[src/sv/mil_pkg.sv]
// Package for the movie input line parser.
// Holds the line phase encoding, result status codes, register indexes and
// the parser-to-output result struct. No dependencies.
`default_nettype none

package mil_pkg;

   // Configuration port geometry
   localparam int unsigned CsrIndexBits = 2;
   localparam int unsigned CsrDataBits  = 16;

   // Register indexes
   localparam logic [CsrIndexBits-1:0] CSR_SKIP_RECORDS = 2'd0;
   localparam logic [CsrIndexBits-1:0] CSR_PORT_COUNT   = 2'd1;

   // Fixed field widths
   localparam int unsigned SkipBits      = 16;
   localparam int unsigned PortCountBits = 3;
   localparam int unsigned PortIdxBits   = 3;
   localparam int unsigned CharBits      = 8;
   localparam int unsigned StatusBits    = 2;
   localparam int unsigned PortOutBits   = 2;
   localparam int unsigned ButtonOutBits = 8;

   // Characters of interest
   localparam logic [CharBits-1:0] CH_BAR   = 8'h7C;
   localparam logic [CharBits-1:0] CH_DOT   = 8'h2E;
   localparam logic [CharBits-1:0] CH_SPACE = 8'h20;
   localparam logic [CharBits-1:0] CH_CR    = 8'h0D;
   localparam logic [CharBits-1:0] CH_LF    = 8'h0A;
   localparam logic [CharBits-1:0] CH_ZERO  = 8'h30;
   localparam logic [CharBits-1:0] CH_NINE  = 8'h39;

   // Result status codes
   typedef enum logic [StatusBits-1:0] {
      ST_OK     = 2'd0,
      ST_BADSEP = 2'd1,
      ST_UNTERM = 2'd2,
      ST_PORTS  = 2'd3
   } status_type;

   // Line phase, one-hot
   typedef enum logic [3:0] {
      PH_START  = 4'b0001,
      PH_IGNORE = 4'b0010,
      PH_DIGITS = 4'b0100,
      PH_FIELDS = 4'b1000
   } phase_type;

   // One result item from the parser
   typedef struct packed {
      logic                     valid;
      status_type               status;
      logic [PortOutBits-1:0]   port;
      logic [ButtonOutBits-1:0] buttons;
   } result_type;

endpackage

`default_nettype wire

[src/sv/mil_parser.sv]
// Line parser state and per-character update for the movie input parser.
// Uses mil_pkg for phase, status and result types.
`default_nettype none

module mil_parser #(
   parameter int unsigned MAX_PORTS   = 4,
   parameter int unsigned BUTTON_BITS = 8
) (
   input  wire logic                              clock,
   input  wire logic                              reset,
   input  wire logic                              step,
   input  wire logic [mil_pkg::CharBits-1:0]      char_in,
   input  wire logic [mil_pkg::PortCountBits-1:0] port_count,
   input  wire logic                              skip_load,
   input  wire logic [mil_pkg::SkipBits-1:0]      skip_value,
   output mil_pkg::result_type                    result
);
   import mil_pkg::*;

   localparam logic [PortCountBits:0] MaxPortsW = (PortCountBits + 1)'(MAX_PORTS);

   phase_type                line_phase_ff, line_phase_in;
   logic [SkipBits-1:0]      skip_ff, skip_in;
   logic [PortIdxBits-1:0]   port_index_ff, port_index_in;
   logic [BUTTON_BITS-1:0]   shifter_ff, shifter_in;
   logic                     field_open_ff, field_open_in;

   logic                     eol;
   logic                     is_digit;
   logic                     char_bit;
   logic [PortCountBits:0]   limit;
   logic                     over_limit;
   logic [31:0]              shifter_wide;

   // Character classes and port limit
   assign eol        = (char_in == CH_CR) || (char_in == CH_LF);
   assign is_digit   = (char_in >= CH_ZERO) && (char_in <= CH_NINE);
   assign char_bit   = !((char_in == CH_DOT) || (char_in == CH_SPACE));
   assign limit      = ({1'b0, port_count} < MaxPortsW) ? {1'b0, port_count} : MaxPortsW;
   assign over_limit = ({1'b0, port_index_ff} >= limit);
   assign shifter_wide = 32'(shifter_ff);

   // Next state and result for the presented character
   always_comb begin
      line_phase_in  = line_phase_ff;
      skip_in        = skip_ff;
      port_index_in  = port_index_ff;
      shifter_in     = shifter_ff;
      field_open_in  = field_open_ff;
      result         = '0;

      unique case (line_phase_ff)
         PH_START: begin
            if (!eol) begin
               if (char_in != CH_BAR) begin
                  line_phase_in = PH_IGNORE;
               end else if (skip_ff != '0) begin
                  skip_in       = skip_ff - 1'b1;
                  line_phase_in = PH_IGNORE;
               end else begin
                  line_phase_in = PH_DIGITS;
                  port_index_in = '0;
                  shifter_in    = '0;
                  field_open_in = 1'b0;
               end
            end
         end
         PH_IGNORE: begin
            if (eol) begin
               line_phase_in = PH_START;
            end
         end
         PH_DIGITS: begin
            if (is_digit) begin
               // frame number digits are skipped
            end else if (char_in == CH_BAR) begin
               line_phase_in = PH_FIELDS;
               shifter_in    = '0;
               field_open_in = 1'b0;
            end else begin
               line_phase_in = eol ? PH_START : PH_IGNORE;
               result.valid  = 1'b1;
               result.status = ST_BADSEP;
            end
         end
         PH_FIELDS: begin
            if (eol) begin
               line_phase_in = PH_START;
               if (field_open_ff) begin
                  field_open_in = 1'b0;
                  result.valid  = 1'b1;
                  result.status = ST_UNTERM;
                  result.port   = port_index_ff[PortOutBits-1:0];
               end
            end else if (char_in == CH_BAR) begin
               shifter_in    = '0;
               field_open_in = 1'b0;
               result.valid  = 1'b1;
               result.port   = port_index_ff[PortOutBits-1:0];
               if (over_limit) begin
                  line_phase_in = PH_IGNORE;
                  result.status = ST_PORTS;
               end else begin
                  port_index_in  = port_index_ff + 1'b1;
                  result.status  = ST_OK;
                  result.buttons = shifter_wide[ButtonOutBits-1:0];
               end
            end else begin
               field_open_in = 1'b1;
               shifter_in    = BUTTON_BITS'({shifter_ff, char_bit});
            end
         end
         default: begin
            line_phase_in = PH_START;
         end
      endcase
   end

   // State registers; a skip count write reloads the countdown
   always_ff @(posedge clock) begin
      if (reset) begin
         line_phase_ff <= PH_START;
         skip_ff       <= '0;
         port_index_ff <= '0;
         shifter_ff    <= '0;
         field_open_ff <= 1'b0;
      end else begin
         if (step) begin
            line_phase_ff <= line_phase_in;
            skip_ff       <= skip_in;
            port_index_ff <= port_index_in;
            shifter_ff    <= shifter_in;
            field_open_ff <= field_open_in;
         end
         if (skip_load) begin
            skip_ff <= skip_value;
         end
      end
   end

   // Error results never carry buttons
   assert property (@(posedge clock) disable iff (reset)
      (result.valid && result.status != ST_OK) |-> (result.buttons == '0))
      else $error("error result carries button bits");

   // A field only stays open while parsing fields
   assert property (@(posedge clock) disable iff (reset)
      field_open_ff |-> (line_phase_ff == PH_FIELDS))
      else $error("field open outside field phase");

endmodule

`default_nettype wire

[src/sv/mil_rsp_reg.sv]
// Output register for result items of the movie input parser.
// Decouples the parser from a stalling receiver. Uses mil_pkg::result_type.
`default_nettype none

module mil_rsp_reg (
   input  wire logic                              clock,
   input  wire logic                              reset,
   input  wire logic                              step,
   input  mil_pkg::result_type                    result,
   output logic                                   slot_free,
   output logic                                   rsp_valid,
   input  wire logic                              rsp_ready,
   output logic [mil_pkg::StatusBits-1:0]         rsp_status,
   output logic [mil_pkg::PortOutBits-1:0]        rsp_port,
   output logic [mil_pkg::ButtonOutBits-1:0]      rsp_buttons
);
   import mil_pkg::*;

   logic                     valid_ff;
   logic [StatusBits-1:0]    status_ff;
   logic [PortOutBits-1:0]   port_ff;
   logic [ButtonOutBits-1:0] buttons_ff;

   // Slot may be refilled when empty or being drained this cycle
   assign slot_free = !valid_ff || rsp_ready;

   always_ff @(posedge clock) begin
      if (reset) begin
         valid_ff <= 1'b0;
      end else if (step) begin
         valid_ff <= result.valid;
      end else if (rsp_ready) begin
         valid_ff <= 1'b0;
      end
   end

   // Payload loads only with a new item
   always_ff @(posedge clock) begin
      if (step && result.valid) begin
         status_ff  <= result.status;
         port_ff    <= result.port;
         buttons_ff <= result.buttons;
      end
   end

   assign rsp_valid   = valid_ff;
   assign rsp_status  = status_ff;
   assign rsp_port    = port_ff;
   assign rsp_buttons = buttons_ff;

   // Never overwrite a result the receiver has not taken
   assert property (@(posedge clock) disable iff (reset)
      step |-> slot_free)
      else $error("step into an occupied output slot");

   // A produced result shows up in the next cycle
   assert property (@(posedge clock) disable iff (reset)
      (step && result.valid) |=> (valid_ff && status_ff == $past(result.status)))
      else $error("result not registered");

endmodule

`default_nettype wire

[src/sv/movie_input_line_parser.sv]
// Movie input line parser, top level.
// Takes one text byte per item on req_, returns button words on rsp_.
// Configuration (skip count, port count) is written on csr_.
// Uses mil_pkg, mil_parser and mil_rsp_reg.
//
// Usage:
//   req_char_in carries one byte of the movie text. Each accepted item
//   updates the line parser in the cycle of acceptance; a byte that closes
//   a field (or flags an error) produces one result item, visible on rsp_
//   in the next cycle. Throughput is one item per cycle while rsp_ready is
//   high, set by the single output register: req_ready is high whenever
//   that register is empty or is being taken. Most bytes produce no result.
//   If the receiver holds rsp_ready low, the result stays in the output
//   register and req_ready drops until it is taken.
//   csr_ready is always high; csr_index 0 writes skip_records (and reloads
//   the record countdown), index 1 writes port_count, others are ignored.
//   Reset (synchronous) returns to line start, skip count 0, port count 2,
//   and empties the output register.
`default_nettype none

module movie_input_line_parser #(
   parameter int unsigned MAX_PORTS   = 4,
   parameter int unsigned BUTTON_BITS = 8
) (
   input  wire logic                               clock,
   input  wire logic                               reset,
   input  wire logic                               req_valid,
   output logic                                    req_ready,
   input  wire logic [mil_pkg::CharBits-1:0]       req_char_in,
   output logic                                    rsp_valid,
   input  wire logic                               rsp_ready,
   output logic [mil_pkg::StatusBits-1:0]          rsp_status,
   output logic [mil_pkg::PortOutBits-1:0]         rsp_port,
   output logic [mil_pkg::ButtonOutBits-1:0]       rsp_buttons,
   input  wire logic                               csr_valid,
   output logic                                    csr_ready,
   input  wire logic [mil_pkg::CsrIndexBits-1:0]   csr_index,
   input  wire logic [mil_pkg::CsrDataBits-1:0]    csr_data
);
   import mil_pkg::*;

   logic [PortCountBits-1:0] port_count_ff;
   logic                     csr_write;
   logic                     skip_load;
   logic                     step;
   logic                     slot_free;
   result_type               result;

   assign csr_ready = 1'b1;
   assign csr_write = csr_valid && csr_ready;
   assign req_ready = slot_free;
   assign step      = req_valid && req_ready;

   // Register decode
   always_comb begin
      skip_load = 1'b0;
      unique case (csr_index)
         CSR_SKIP_RECORDS: skip_load = csr_write;
         default: skip_load = 1'b0;
      endcase
   end

   always_ff @(posedge clock) begin
      if (reset) begin
         port_count_ff <= PortCountBits'(2);
      end else if (csr_write && csr_index == CSR_PORT_COUNT) begin
         port_count_ff <= csr_data[PortCountBits-1:0];
      end
   end

   mil_parser #(
      .MAX_PORTS   (MAX_PORTS),
      .BUTTON_BITS (BUTTON_BITS)
   ) u_parser (
      .clock      (clock),
      .reset      (reset),
      .step       (step),
      .char_in    (req_char_in),
      .port_count (port_count_ff),
      .skip_load  (skip_load),
      .skip_value (csr_data[SkipBits-1:0]),
      .result     (result)
   );

   mil_rsp_reg u_rsp_reg (
      .clock       (clock),
      .reset       (reset),
      .step        (step),
      .result      (result),
      .slot_free   (slot_free),
      .rsp_valid   (rsp_valid),
      .rsp_ready   (rsp_ready),
      .rsp_status  (rsp_status),
      .rsp_port    (rsp_port),
      .rsp_buttons (rsp_buttons)
   );

endmodule

`default_nettype wire
[config.mk]
export PLATFORM = sky130hd
export DESIGN_NAME = movie_input_line_parser
export DESIGN_NICKNAME = d
export VERILOG_FILES = /design/src/sv/mil_pkg.sv /design/src/sv/mil_parser.sv /design/src/sv/mil_rsp_reg.sv /design/src/sv/movie_input_line_parser.sv
export SDC_FILE = /design/constraint.sdc
export NUM_CORES = 1
export LEC_CHECK = 0
export BUFFER_PORTS_ARGS = -buffer_cell sky130_fd_sc_hd__buf_2
export CAP_MARGIN = 10
export CORE_MARGIN = 2
export CORE_UTILIZATION = 56
export DETAILED_ROUTE_END_ITERATION = 7
export PLACE_DENSITY = 0.89
export SYNTH_ARGS = -nofsm -noshare
export SYNTH_HDL_FRONTEND = slang
export SYNTH_SLANG_ARGS = --single-unit
export TNS_END_PERCENT = 10
[constraint.sdc]
create_clock -name clock -period 3.3 [get_ports clock]
set_clock_uncertainty 0.2 [all_clocks]
set_input_delay 0.66 -clock clock [delete_from_list [all_inputs] [get_ports clock]]
set_output_delay 0.66 -clock clock [all_outputs]
set_load 0.02 [all_outputs]
==> metrics <==
status=finished, final reports clean; worst slew pin tran=0.7877 ns; highest clock rate=358.2 MHz; CP dominant cell by count=or3_1; Cell Area, Synth=0.002691 mm2; Overflow after GRT=0; Cell Chain, Critical Path=buf_2, or3b_1, or3_1, buf_4, or3_1, a211oi_2, mux2i_1; largest net degree at the start of global routing=29; P per Cell Area=400.8 mW/mm2; CTS tree=built; PostCTS Resize Cnt=0; Cell Int Power=0.9217 mW; Initial DRC Count=246; Die Ht=73.33 um; worst relative slew slack=47.38%; Crit Path Class=in2reg; Slowest-stage cell, CP=or3b_1; Core Rows=25; Mapped Cells=297; sequential share of power=50.5%; GR peak layer=met2; Die ar.=0.005377 mm2; antenna-violating nets left=0; DP HPWL=4517 um; WL final=6173 um; Num CTS Buffers=5; Clock power frac=34.7%; Ports=46; routability congestion estimate=0.8884; Setup TNS Final=0 ns; postcts setup bufs=0; Hold-fix buffers, CTS=0; sw frac=26.47%; clock sink count=48; GRT met1 Usage=32.93%; Max FO, Critical Path=11; DIE WIDTH=73.33 um; top_reg_cell synth=dfxtp_1; Max Cap Viol=0; Crit path max-delay family=simple AND/OR/NAND/NOR gates; GR Layer Usage met3=4.390%; syn_area_per_cell=9.062 um2; Filler Cells Inserted=377; min cycle time layout=2.792 ns; data required time of the critical path=3.32 ns; Final Power=1.254 mW; H-tree lvl count=2; Worst Path Buf+Inv=2; worst hold path type=reg2reg; Nets=384; 1st-pass router iterations=5; vias per inst=6.201; number of synthesized flops with an enable pin=12; Synth Net Count=334; vias in the first global route=2240; most common cell after layout, fill and taps aside=buf_2; DRC violations left=0; initial antenna violation count=0; RSZ-0062 raised after global routing=no; Unique masters post-synth=60; Longest Clk Path Bufs=2; commonest cells after routing, fill and taps aside=44 x buf_2, 36 x dfxtp_1, 30 x nand2_1; setup violators final=0; period utilisation layout=84.60%; net switching power=0.3318 mW; synth warn=0; Seq cells post-synth=48; n_diodes=0; crit path DAT=2.82 ns; final hold violations=0; P&R area growth vs syn=16.23%; # port buffers=44; Vias=2493; Skew-Pair Late Insertion Delay=0.30 ns; Setup crit end kind=flip-flop; CP Launch Type=input pin; share of layout cells above drive strength 1=22.13%; first-pass GRT wire length=10200 um; Comb power frac=14.8%; routed length per placed instance=15.36 um; sequential element share of the synthesized area=40.17%; leakage=1.270 nW; peak supply drop=0.0002594 V; GRT Total Usage=24.53%; Starting Density=57.36%; clk slew on worst S/H paths=0.09 ns; Clock Root Buffer=clkbuf_8; core area=0.004692 mm2; final max-slew violation count=0; async set-reset flop share out of synthesis=0%; crit-path max cell delay=0.46 ns; met2 Resource Use GR=39.74%
-- worst paths after layout --
kind / start / endpoint / slack (ns) / depth (start not counted)
max: req_char_in[0] / u_parser.line_phase_ff[3] / 0.51 / 7
min: u_parser.shifter_ff[7] / u_parser.shifter_ff[7] / 0.26 / 2
max reg2reg: u_parser.skip_ff[4] / u_parser.skip_ff[12] / 0.68 / 5
min reg2reg: u_parser.shifter_ff[7] / u_parser.shifter_ff[7] / 0.26 / 2
-- power by group through the flow --
stage               logic, mW  clock network (mW)  registers, mW
floorplan               0.133                   0          0.640
global route            0.205               0.467          0.635
global placement        0.178                   0          0.644
detailed placement      0.181                   0          0.645
finish                  0.185               0.435          0.633
CTS                     0.183               0.442          0.632
-- tightest hold or removal path, cell delays in order, from the launching register on --
cell and delay (ns):
dfxtp_1 0.32, nand2_1 0.05, mux2i_1 0.06
-- cells in the mapped netlist, drive strengths merged, types with 5 or more instances --
cell | n | area share (%)
nand3 | 7 | 1.3
nor4b | 5 | 1.6
o21ai | 28 | 5.2
nor3 | 9 | 1.7
buf | 6 | 1.4
edfxtp | 12 | 13
o2111ai | 6 | 2.4
mux2i | 18 | 6.7
inv | 6 | 0.84
nor4 | 7 | 2.2
nor2 | 12 | 1.7
ha | 6 | 2.8
a21oi | 15 | 2.8
dfxtp | 36 | 27
a31oi | 9 | 2.1
nand2 | 30 | 4.2
and2 | 13 | 3.0
or3 | 11 | 2.6
or4b | 5 | 2.0
clkbuf | 9 | 1.3
-- layout make-up --
class | instances | area (um2) | area share (%)
multi-input cells | 228 | 1516 | 48.48
inverters | 6 | 22.52 | 0.7200
clock inverters | 3 | 46.29 | 1.480
repair buffers | 58 | 325.3 | 10.40
clock buffers | 5 | 68.82 | 2.200
well taps | 54 | 67.56 | 2.160
flip-flops and latches | 48 | 1081 | 34.56
-- routing by layer --
metal / wire length, um / share of wire, % / up-vias
li1: - / - / 1220
met1: 2765 / 45 / 1144
met2: 2838 / 46 / 114
met3: 441 / 7.1 / 15
met4: 128 / 2.1 / 0
met5: 0 / 0 / -
-- sequential cells by signal, indices dropped and copies added (netlist names) --
register                cells
u_parser.skip_ff           16
u_parser.shifter_ff         8
u_rsp_reg.rsp_buttons       8
u_parser.line_phase_ff      4
port_count_ff               3
u_parser.port_index_ff      3
u_rsp_reg.rsp_port          2
u_rsp_reg.rsp_status        2
u_parser.field_open_ff      1
u_rsp_reg.rsp_valid         1
-- stage by stage --
step           worst slack, ns  std cells  utilization (%)  hold WS (ns)  area (um2)
2_1_floorplan           0.5423        297                -        0.2334        2691
3_3_place_gp            0.3174        394            64.21        0.2439        3013
3_5_place_dp            0.2602        394            64.21        0.2488        3013
4_1_cts                 0.5207        402            66.67        0.2641        3128
5_1_grt                 0.3991        402            66.67        0.2783        3128
6_report                0.5082        402            66.67        0.2627        3128
-- cell families (layout without fill, tap and decap cells) --
logic type,after synthesis,after routing,synth area share (%)
xor gates and xnor gates,3,3,0.9765
DFF,48,48,40.17
adders and majority gates,6,6,2.789
and+or+nand+nor,122,122,27.06
buffers and inverters,21,72,3.486
muxes,19,19,7.113
other,1,1,0.1393
AOI/OAI and AO/OA,77,77,18.27
Power figures use the tool's default switching activity.
